===== src/hw/rtl/tbps_pkg.sv =====
// ----------------------------------------------------------------------------
// tbps_pkg: shared types and constants for the two-bit-plane stego block
// Payload structs for the item and result channels, the configuration
// struct and the register and mode codes.
// ----------------------------------------------------------------------------
package tbps_pkg;

  localparam int BLOCK_SIDE_DEFAULT = 8;

  localparam int CFG_INDEX_W = 2;
  localparam int CFG_DATA_W  = 6;

  localparam logic [CFG_INDEX_W-1:0] REG_MODE   = 2'd0;
  localparam logic [CFG_INDEX_W-1:0] REG_PLANE  = 2'd1;
  localparam logic [CFG_INDEX_W-1:0] REG_LENGTH = 2'd2;

  localparam logic MODE_EMBED   = 1'b0;
  localparam logic MODE_EXTRACT = 1'b1;

  localparam logic [1:0] LAST_CHUNK = 2'd3;

  typedef struct packed {
    logic       block_start;
    logic [7:0] channel_byte;
    logic [7:0] message_byte;
  } in_item_t;

  typedef struct packed {
    logic [7:0] channel_out;
    logic [7:0] recovered_byte;
    logic       recovered_valid;
    logic       finished;
  } out_item_t;

  typedef struct packed {
    logic       mode;
    logic [1:0] plane_select;
    logic [5:0] message_length;
  } cfg_t;

endpackage


===== src/hw/rtl/tbps_cfg.sv =====
// ----------------------------------------------------------------------------
// tbps_cfg: configuration registers
// Holds mode, bit-plane select and message length, written by index.
// ----------------------------------------------------------------------------
module tbps_cfg import tbps_pkg::*; (
  input  logic                   clk,
  input  logic                   rst,
  input  logic                   wr_en,
  input  logic [CFG_INDEX_W-1:0] wr_index,
  input  logic [CFG_DATA_W-1:0]  wr_data,
  output cfg_t                   cfg
);

  always_ff @(posedge clk) begin
    if (rst) begin
      cfg <= '0;
    end else if (wr_en) begin
      case (wr_index)
        REG_MODE:   cfg.mode           <= wr_data[0];
        REG_PLANE:  cfg.plane_select   <= wr_data[1:0];
        REG_LENGTH: cfg.message_length <= wr_data;
        default:    ;
      endcase
    end
  end

endmodule


===== src/hw/rtl/tbps_core.sv =====
// ----------------------------------------------------------------------------
// tbps_core: per-channel embed / extract step
// Combinational step over one channel byte plus the block counters, which
// advance on every transfer into the result register.
// ----------------------------------------------------------------------------
module tbps_core import tbps_pkg::*; #(
  parameter int BLOCK_SIDE = BLOCK_SIDE_DEFAULT
) (
  input  logic      clk,
  input  logic      rst,
  input  logic      fire,
  input  in_item_t  item,
  input  cfg_t      cfg,
  output out_item_t result
);

  localparam int CAP_INT = 3 * BLOCK_SIDE * BLOCK_SIDE;
  localparam int CS_W    = $clog2(CAP_INT + 1);
  localparam logic [CS_W-1:0] CAP = CS_W'(CAP_INT);

  logic [1:0]      chunk_position, chunk_position_next;
  logic [5:0]      bytes_done, bytes_done_next;
  logic [7:0]      held_message, held_message_next;
  logic [7:0]      extract_accumulator, extract_accumulator_next;
  logic [CS_W-1:0] channels_seen, channels_seen_next;

  logic [1:0]      cp;
  logic [5:0]      bd;
  logic [7:0]      held, acc, msg_now, acc_new, plane_mask;
  logic [CS_W-1:0] cs;
  logic [2:0]      plane_shift, chunk_shift;
  logic [1:0]      chunk_in, chunk_out;
  logic            active;

  always_comb begin
    // A block start clears the counters before this channel is handled.
    cp   = item.block_start ? 2'd0 : chunk_position;
    bd   = item.block_start ? 6'd0 : bytes_done;
    held = item.block_start ? 8'd0 : held_message;
    acc  = item.block_start ? 8'd0 : extract_accumulator;
    cs   = item.block_start ? '0 : channels_seen;

    active = (bd < cfg.message_length) && (cs < CAP);

    // Shift of 6 - 2*code, which is the inverted code followed by a zero.
    plane_shift = {~cfg.plane_select, 1'b0};
    chunk_shift = {~cp, 1'b0};
    plane_mask  = 8'h03 << plane_shift;

    msg_now   = (cp == 2'd0) ? item.message_byte : held;
    chunk_out = 2'(msg_now >> chunk_shift);
    chunk_in  = 2'(item.channel_byte >> plane_shift);
    acc_new   = acc | (8'(chunk_in) << chunk_shift);

    chunk_position_next      = cp;
    bytes_done_next          = bd;
    held_message_next        = held;
    extract_accumulator_next = acc;
    channels_seen_next       = (cs < CAP) ? cs + 1'b1 : cs;

    result.channel_out     = item.channel_byte;
    result.recovered_byte  = 8'd0;
    result.recovered_valid = 1'b0;

    if (active) begin
      if (cfg.mode == MODE_EMBED) begin
        held_message_next  = msg_now;
        result.channel_out = (item.channel_byte & ~plane_mask) |
                             (8'(chunk_out) << plane_shift);
      end else begin
        extract_accumulator_next = acc_new;
      end
      if (cp == LAST_CHUNK) begin
        chunk_position_next      = 2'd0;
        bytes_done_next          = bd + 6'd1;
        extract_accumulator_next = 8'd0;
        if (cfg.mode == MODE_EXTRACT) begin
          result.recovered_byte  = acc_new;
          result.recovered_valid = 1'b1;
        end
      end else begin
        chunk_position_next = cp + 2'd1;
      end
    end

    result.finished = (bytes_done_next >= cfg.message_length) ||
                      (channels_seen_next >= CAP);
  end

  always_ff @(posedge clk) begin
    if (rst) begin
      chunk_position      <= '0;
      bytes_done          <= '0;
      held_message        <= '0;
      extract_accumulator <= '0;
      channels_seen       <= '0;
    end else if (fire) begin
      chunk_position      <= chunk_position_next;
      bytes_done          <= bytes_done_next;
      held_message        <= held_message_next;
      extract_accumulator <= extract_accumulator_next;
      channels_seen       <= channels_seen_next;
    end
  end

  a_cs_bounded: assert property (@(posedge clk) disable iff (rst)
    channels_seen <= CAP)
    else $error("channel count passed the block capacity");

  a_rec_extract_only: assert property (@(posedge clk) disable iff (rst)
    fire && result.recovered_valid |-> cfg.mode == MODE_EXTRACT)
    else $error("recovered byte flagged in embed mode");

  a_rec_wraps: assert property (@(posedge clk) disable iff (rst)
    fire && result.recovered_valid |=> chunk_position == 2'd0 &&
                                       extract_accumulator == 8'd0)
    else $error("chunk position did not wrap after a recovered byte");

  a_hold_idle: assert property (@(posedge clk) disable iff (rst)
    !fire |=> $stable(bytes_done) && $stable(channels_seen))
    else $error("counters moved without a transfer");

endmodule


===== src/hw/rtl/two_bit_plane_stego_embed_extract_top.sv =====
// ----------------------------------------------------------------------------
// two_bit_plane_stego_embed_extract_top: two-bit-plane stego embed/extract
// Embeds message bytes into, or recovers them from, a selected bit pair of
// a stream of colour channel bytes covering one square pixel block.
// ----------------------------------------------------------------------------
//  channel  | direction | handshake             | payload
//  ---------+-----------+-----------------------+---------------------------
//  in       | to block  | in_valid / in_stall   | in_data (in_item_t)
//  out      | from block| out_valid / out_stall | out_data (out_item_t)
//  cfg      | to block  | cfg_valid / cfg_ready | cfg_index, cfg_data
//
//  Each channel byte passes an input register and a result register; one
//  transfer per cycle is sustained while the result side does not stall.
//  The core counters advance on the edge that loads the result register.
//  A stalled result holds the pipe; the input register takes an item while
//  it is empty or while its item moves on to the result register.
//  Synchronous reset clears valids, counters and configuration registers.
//  Configuration writes are always ready.
// ----------------------------------------------------------------------------
module two_bit_plane_stego_embed_extract_top import tbps_pkg::*; #(
  parameter int BLOCK_SIDE = BLOCK_SIDE_DEFAULT
) (
  input  logic                   clk,
  input  logic                   rst,
  input  logic                   in_valid,
  output logic                   in_stall,
  input  in_item_t               in_data,
  output logic                   out_valid,
  input  logic                   out_stall,
  output out_item_t              out_data,
  input  logic                   cfg_valid,
  output logic                   cfg_ready,
  input  logic [CFG_INDEX_W-1:0] cfg_index,
  input  logic [CFG_DATA_W-1:0]  cfg_data
);

  cfg_t      cfg;
  in_item_t  item_q;
  logic      item_valid;
  logic      out_load, fire;
  out_item_t result;

  assign cfg_ready = 1'b1;

  tbps_cfg u_cfg (
    .clk      (clk),
    .rst      (rst),
    .wr_en    (cfg_valid && cfg_ready),
    .wr_index (cfg_index),
    .wr_data  (cfg_data),
    .cfg      (cfg)
  );

  assign out_load = !out_valid || !out_stall;
  assign fire     = item_valid && out_load;
  assign in_stall = item_valid && !fire;

  always_ff @(posedge clk) begin
    if (rst) begin
      item_valid <= 1'b0;
    end else if (!in_stall) begin
      item_valid <= in_valid;
    end
  end

  always_ff @(posedge clk) begin
    if (in_valid && !in_stall) begin
      item_q <= in_data;
    end
  end

  tbps_core #(.BLOCK_SIDE(BLOCK_SIDE)) u_core (
    .clk    (clk),
    .rst    (rst),
    .fire   (fire),
    .item   (item_q),
    .cfg    (cfg),
    .result (result)
  );

  always_ff @(posedge clk) begin
    if (rst) begin
      out_valid <= 1'b0;
    end else if (out_load) begin
      out_valid <= item_valid;
    end
  end

  always_ff @(posedge clk) begin
    if (fire) begin
      out_data <= result;
    end
  end

endmodule


===== config.mk =====
export PLATFORM = sky130hd
export DESIGN_NAME = two_bit_plane_stego_embed_extract_top
export DESIGN_NICKNAME = d
export VERILOG_FILES = /design/src/hw/rtl/tbps_pkg.sv /design/src/hw/rtl/tbps_cfg.sv /design/src/hw/rtl/tbps_core.sv /design/src/hw/rtl/two_bit_plane_stego_embed_extract_top.sv
export SDC_FILE = /design/constraint.sdc
export NUM_CORES = 1
export LEC_CHECK = 0
export BUFFER_PORTS_ARGS = -buffer_cell sky130_fd_sc_hd__buf_4
export CORE_MARGIN = 3
export CORE_UTILIZATION = 54
export CTS_BUF_LIST = sky130_fd_sc_hd__clkbuf_4
export CTS_CLUSTER_DIAMETER = 50
export DETAILED_ROUTE_END_ITERATION = 8
export GPL_ROUTABILITY_DRIVEN = 0
export PLACE_DENSITY_LB_ADDON = 0.12
export SETUP_SLACK_MARGIN = 0.02
export SLEW_MARGIN = 40
export SYNTH_ARGS = -nofsm -noshare
export SYNTH_HDL_FRONTEND = slang
export SYNTH_HIERARCHICAL = 1
export SYNTH_SLANG_ARGS = --single-unit

===== constraint.sdc =====
create_clock -name clk -period 3.5 [get_ports clk]
set_clock_uncertainty 0.05 [all_clocks]
set_input_delay 0.525 -clock clk [delete_from_list [all_inputs] [get_ports clk]]
set_output_delay 0.525 -clock clk [all_outputs]
set_load 0.1 [all_outputs]

==> flow_metrics.env, run 1 <==
export IMPL_peakVddDrop_mv=0.268
export IMPL_antenna_left=0
export IMPL_fp_dieW_um=90.2
export IMPL_clock_latency_ns=0.42
export IMPL_core_mm2=0.00683
export IMPL_grt_pass1_wl_mm=12.9
export IMPL_nFillCells=589
export IMPL_num_rows=30
export IMPL_io_pins=51
export IMPL_cts_hold_buf=0
export IMPL_vias=2883
export IMPL_drt_iter0_drc=208
export IMPL_worstSetupStartpointType="flip-flop"
export IMPL_worst_hold_slack_ns=0.221
export IMPL_timing_final_setup_violations=0
export IMPL_cts_buffers_inserted=9
export IMPL_grt_usage=0.196
export IMPL_arrival_ns=3.40
export IMPL_synthCells=364
export IMPL_start_util=0.560
export IMPL_drv_slew=0
export IMPL_synthDominantCellAreaShare=0.275
export IMPL_die_y_um=90.2
export IMPL_antenna_cells=0
export IMPL_power_density_mw_per_mm2=412
export IMPL_cts_root_buf="clkbuf_4"
export IMPL_place_ws_ns=0.260
export IMPL_crit_path_end_kind="flip-flop"
export IMPL_ys_ff_latch=78
export IMPL_fin_util=0.652
export IMPL_dpl_instance_area_mm2=0.00430
export IMPL_async_flop_share=0
export IMPL_crit_type="flip-flop to flip-flop"
export IMPL_hold_viol=0
export IMPL_area_growth_pct=16.4
export IMPL_overflow=0
export IMPL_firstDrtPassIters=6
export IMPL_cts_tree="yes"
export IMPL_synth_top_flop_cell="dfxtp_1"
export IMPL_maxCapViolations=0
export IMPL_critPathLaunch="item_q[16]"
export IMPL_grt_pass1_vias=2717
export IMPL_grt_max_degree=38
export IMPL_ys_seq_area_frac=0.500
export IMPL_finalCriticalPeriod_ns=3.26
export IMPL_dp_hpwl_mm=5.37
export IMPL_fmax_mhz=306
export IMPL_dieArea_mm2=0.00813
export IMPL_finalWorstSetupSlack_ns=0.235
export IMPL_finish_instance_area_mm2=0.00445
export IMPL_final_nets=461
export IMPL_fin_crit_sh=0.933
export IMPL_yosysUniqueCellTypes=61
export IMPL_synth_top_area_cell="edfxtp_1"
export IMPL_slew_headroom=0.604
export IMPL_yosysWarnings=6
export IMPL_worstPathMaxFanout=17
export IMPL_worstPathRequired_ns=3.63
export IMPL_wire_per_inst_um=14.4
export IMPL_wirelength_mm=7.44
export IMPL_synthTopCellsByArea="edfxtp_1 (27%), dfxtp_1 (22%), ha_1 (4.9%)"
export IMPL_worstHoldStart="in_data[9]"
export IMPL_hold_path_class="input port to flip-flop"
export IMPL_r2r_setup_slack_ns=0.24
export IMPL_rr_startpoint="item_q[16]"
export IMPL_syn_nets=409
export IMPL_p_leak_nw=1.72
export IMPL_clock_path_buffers=2
export IMPL_clkTransAtPathRegs_ns=0.12
export IMPL_io_buffers=49
export IMPL_layout_drive_gt1_share=0.228
export IMPL_rsz0062_at_grt="false"
export IMPL_drc_errors=0
export IMPL_postSynthAreaPerCell_um2=10.5
export IMPL_htree_levels=3
export IMPL_avgViaCountPerCell=5.58
export IMPL_syn_cell_area_mm2=0.00383
export IMPL_antenna_found_initial=0
export IMPL_tns_ns=0
export IMPL_worstMarginPinSlew_ns=0.594
export IMPL_clock_sinks=78
export IMPL_outcome="finished clean"
export IMPL_synth_edf_count=35
-- layout make-up --
type	instances	area, um2	share of cell area
clock buffer	10	75.1	0.0169
clock inverter	6	61.3	0.0138
inverter	18	71.3	0.0160
multi-input combinational	250	1770	0.398
sequential	78	1910	0.429
tap	96	120	0.0270
timing repair buffer	59	443	0.0994
-- final timing paths --
path / end / cells after the start
setup / recovery: out_data[0] / 14
hold / removal: item_q[9] / 1
setup reg to reg: out_data[0] / 14
hold reg to reg: u_core/held_message[6] / 2
-- power breakdown --
group / switching, mW / internal (mW)
combinational: 0.197 / 0.100
clock: 0.307 / 0.225
sequential: 0.0175 / 0.990
total: 0.521 / 1.31
-- state kept, by name (all words and copies together) (netlist names) --
signal and flops:
out_valid 1, u_core/held_message 8, item_q 17, out_data 18
u_core/chunk_position 2, u_core/channels_seen 8, u_core/bytes_done 6, item_valid 1
u_cfg/cfg 9, u_core/extract_accumulator 8
-- per-stage QoR --
stage | power (mW) | cells
after floorplan | 1.24 | 364
after global placement | 1.32 | 501
after detailed placement | 1.32 | 501
after CTS | 1.85 | 517
after global routing | 1.92 | 517
final | 1.84 | 517
-- cell usage after synthesis, drive strengths merged (11+ instances only) --
cell and instances:
dfxtp 43, edfxtp 35, nor2 30, nand2 23, a21oi 20, inv 18, nand2b 17, ha 15
nand3 15, clkbuf 11, mux2i 11, o21ai 11
-- routing by layer --
layer	vias to the layer above	part of all wire	GRT usage
li1	1449	-	-
met1	1352	0.47	0.264
met2	75	0.47	0.304
met3	7	0.047	0.0485
met4	0	0.013	0.0778
met5	-	0	0
-- logic make-up after synthesis --
logic type,count (synthesis),share of synthesized area
AO/OA/AOI/OAI,81,0.151
XOR/XNOR,4,0.00916
adder cells (fa/ha/maj),15,0.0491
buffers and inverters,36,0.0409
flip-flops,78,0.500
multiplexers,22,0.0670
other,1,0.000980
AND/OR/NAND/NOR,127,0.182
-- placed cells by master, fill, tap and decap left out, drive strengths merged, types with 3 or more instances in the layout --
cell	synthesis	layout
dfxtp	43	43
o21a	3	3
buf	7	59
and2	3	3
nand3	15	15
nor2	30	30
mux2	9	9
ha	15	15
a221oi	3	3
nand2	23	23
nand2b	17	17
o2bb2ai	5	5
nor3b	6	6
a22oi	7	7
nor3	4	4
a31oi	10	10
a211oi	3	3
clkinv	0	3
o21ai	11	11
mux2i	11	11
and3	5	5
edfxtp	35	35
nor2b	9	9
and3b	3	3
xnor2	4	4
clkbuf	11	10
a32o	6	6
o22ai	3	3
a21oi	20	20
inv	18	18
-- what timing repair did --
action | 4_1_cts | 5_1_grt
endpoints found under the setup margin | 0 | 1
setup buffers | 0 | 0
gates resized for setup | 0 | 5
-- worst max-delay path, cell delays in order (launching register included) --
cell and delay, ns:
edfxtp_1 0.39, buf_4 0.26, nor2b_1 0.12, ha_1 0.20, a21o_1 0.20, a211oi_4 0.24, and2_4 0.19, nand2_2 0.09
xnor2_1 0.14, ha_1 0.27, nand2b_1 0.14, a21o_1 0.18, a21oi_1 0.14, o21ai_0 0.11, a211o_1 0.29
Power figures use the tool's default switching activity.
==> run 2, diff against run 1 <==
- CORE_UTILIZATION: 54 -> 52
- CTS_BUF_LIST: sky130_fd_sc_hd__clkbuf_4 -> not set
- clock period: 3.5 -> 2.85 ns (I/O delays scaled with it)
==> run 2 against run 1 <==
  * Largest power group unchanged
  * The flow now finishes with violations (setup timing)
  * Clock power is 34% higher
  * Sequential power is 23% higher
  * Count of clock-buffer cells in the layout stayed put
  * Die area is 3.6% higher
  * Register-to-register slack worse by 0.48 ns
  * Final cell count is 5.8% higher
  * Utilization is 3.2 points higher
  * Setup slack worse by 0.48 ns
  * Maximum frequency is 5.5% higher
  * Non-clock buffer count is 30 higher
  * Power is 29% higher
==> flow_metrics.env, run 2 (synthesis gave the netlist of run 1 again) <==
export IMPL_peakVddDrop_mv=0.361
export IMPL_crit_path_end_kind="flip-flop"
export IMPL_avgViaCountPerCell=5.55
export IMPL_largest_reg_flops=18
export IMPL_hold_viol=0
export IMPL_slew_headroom=0.657
export IMPL_clock_latency_ns=0.35
export IMPL_grt_pass1_wl_mm=13.5
export IMPL_layout_drive_gt1_share=0.284
export IMPL_antenna_left=0
export IMPL_io_buffers=49
export IMPL_crit_type="flip-flop to flip-flop"
export IMPL_drc_errors=0
export IMPL_worst_path_max_delay_cell="edfxtp_1"
export IMPL_layout_cells_non_filler=547
export IMPL_critPathTopFamily="compound AO/OA/AOI/OAI gates"
export IMPL_io_pins=51
export IMPL_cp_cell_sequence="nor2b_4, ha_4, a21o_1, a211oi_4, and2_4, nand2_4, xnor2_2, ha_1, nand2b_4, a21o_1, a21oi_2, o21ai_1, a211o_1"
export IMPL_fin_crit_sh=1.09
export IMPL_rsz0062_at_grt="true"
export IMPL_htree_levels=3
export IMPL_multiInputGateArea_mm2=0.00184
export IMPL_place_inst=530
export IMPL_outcome="complete, but fails checks"
export IMPL_power_density_mw_per_mm2=496
export IMPL_final_nets=491
export IMPL_final_common_cell="buf_4"
export IMPL_grt_pass1_vias=2959
export IMPL_clkTransAtPathRegs_ns=0.09
export IMPL_clock_path_buffers=2
export IMPL_dp_hpwl_mm=5.84
export IMPL_worst_hold_slack_ns=0.200
export IMPL_finalCriticalPeriod_ns=3.09
export IMPL_die_y_um=91.8
export IMPL_reg_largest_list="out_data: 18 flops, item_q: 17 flops, u_cfg/cfg: 9 flops"
export IMPL_finish_instance_area_mm2=0.00478
export IMPL_worstPathMaxFanout=7
export IMPL_cpMostUsedCell="a21o_1"
export IMPL_finalWorstSetupSlack_ns=-0.244
export IMPL_wirelength_mm=8.14
export IMPL_start_util=0.548
export IMPL_p_leak_nw=1.92
export IMPL_mostFrequentLayoutCells="buf_4 (89), dfxtp_1 (43), edfxtp_1 (35)"
export IMPL_cts_root_buf="clkbuf_8"
export IMPL_worst_path_buf_inv=0
export IMPL_hold_path_class="input port to flip-flop"
export IMPL_dpl_instance_area_mm2=0.00455
export IMPL_grt_max_degree=38
export IMPL_dieArea_mm2=0.00842
export IMPL_worstMarginPinSlew_ns=0.514
export IMPL_vias=3036
export IMPL_cts_hold_buf=0
export IMPL_tns_ns=-0.481
export IMPL_grt_usage=0.201
export IMPL_regMostFlops="out_data"
export IMPL_fp_dieW_um=91.8
export IMPL_clock_sinks=78
export IMPL_arrival_ns=3.14
export IMPL_fmax_mhz=323
export IMPL_nFillCells=555
export IMPL_cts_tree="yes"
export IMPL_num_rows=30
export IMPL_worstSetupStartpointType="flip-flop"
export IMPL_wire_per_inst_um=14.9
export IMPL_cts_buffers_inserted=9
export IMPL_firstDrtPassIters=4
export IMPL_core_mm2=0.00698
export IMPL_timing_final_setup_violations=8
export IMPL_drv_slew=0
export IMPL_antenna_cells=0
export IMPL_area_growth_pct=24.8
export IMPL_maxCapViolations=0
export IMPL_regArea_mm2=0.00191
export IMPL_place_ws_ns=-0.282
export IMPL_antenna_found_initial=0
export IMPL_cpPeakStageDelay_ns=0.52
export IMPL_violations="setup timing"
export IMPL_drt_iter0_drc=153
export IMPL_worstPathRequired_ns=2.90
export IMPL_overflow=0
-- run 2: cell count changes in the layout (fill, tap and decap cells not counted), moves of 2 or more --
cell	change
ha_4	+2
xnor2_1	-2
nor2b_1	+3
clkbuf_4	-10
o21ai_1	+2
buf_4	+30
xnor2_2	+2
clkbuf_8	+9
ha_1	-2
nor2b_2	-4
o21ai_0	-2
-- run 2: metal layers --
layer	up-vias	global-route usage	wire length, um
met5	-	0	0
met4	0	0.0866	154
met3	12	0.0353	322
met2	67	0.332	4030
met1	1456	0.258	3630
li1	1501	-	-
-- run 2: power breakdown --
group / internal (mW) / switching [mW]
clock network: 0.315 / 0.399
registers: 1.21 / 0.0230
logic: 0.159 / 0.256
total: 1.69 / 0.679
-- run 2: final timing paths --
kind / startpoint / to / slack, ns / cells after the start
setup reg to reg: item_q[16] / out_data[0] / -0.24 / 13
setup / recovery: item_q[16] / out_data[0] / -0.24 / 13
hold / removal: in_data[13] / item_q[13] / 0.20 / 1
hold reg to reg: u_core/held_message[6] / u_core/held_message[6] / 0.40 / 2
-- run 2: what timing repair did --
action,in CTS,in global routing
buffers inserted,1,0
pin swaps,1,0
setup endpoints to repair,16,23
resized for setup,5,4
-- run 2: area by class of cell --
type | count | area share
repair buffers | 89 | 0.140
multi-input cells | 250 | 0.386
well taps | 96 | 0.0252
inverters | 18 | 0.0141
clock buffers | 10 | 0.0267
flip-flops and latches | 78 | 0.400
clock inverters | 6 | 0.00812
-- run 2: stage by stage --
stage / utilization / power, mW
after floorplan: - / 1.53
after global placement: 0.652 / 1.66
after detailed placement: 0.652 / 1.67
after CTS: 0.680 / 2.38
after global routing: 0.684 / 2.46
final: 0.684 / 2.37
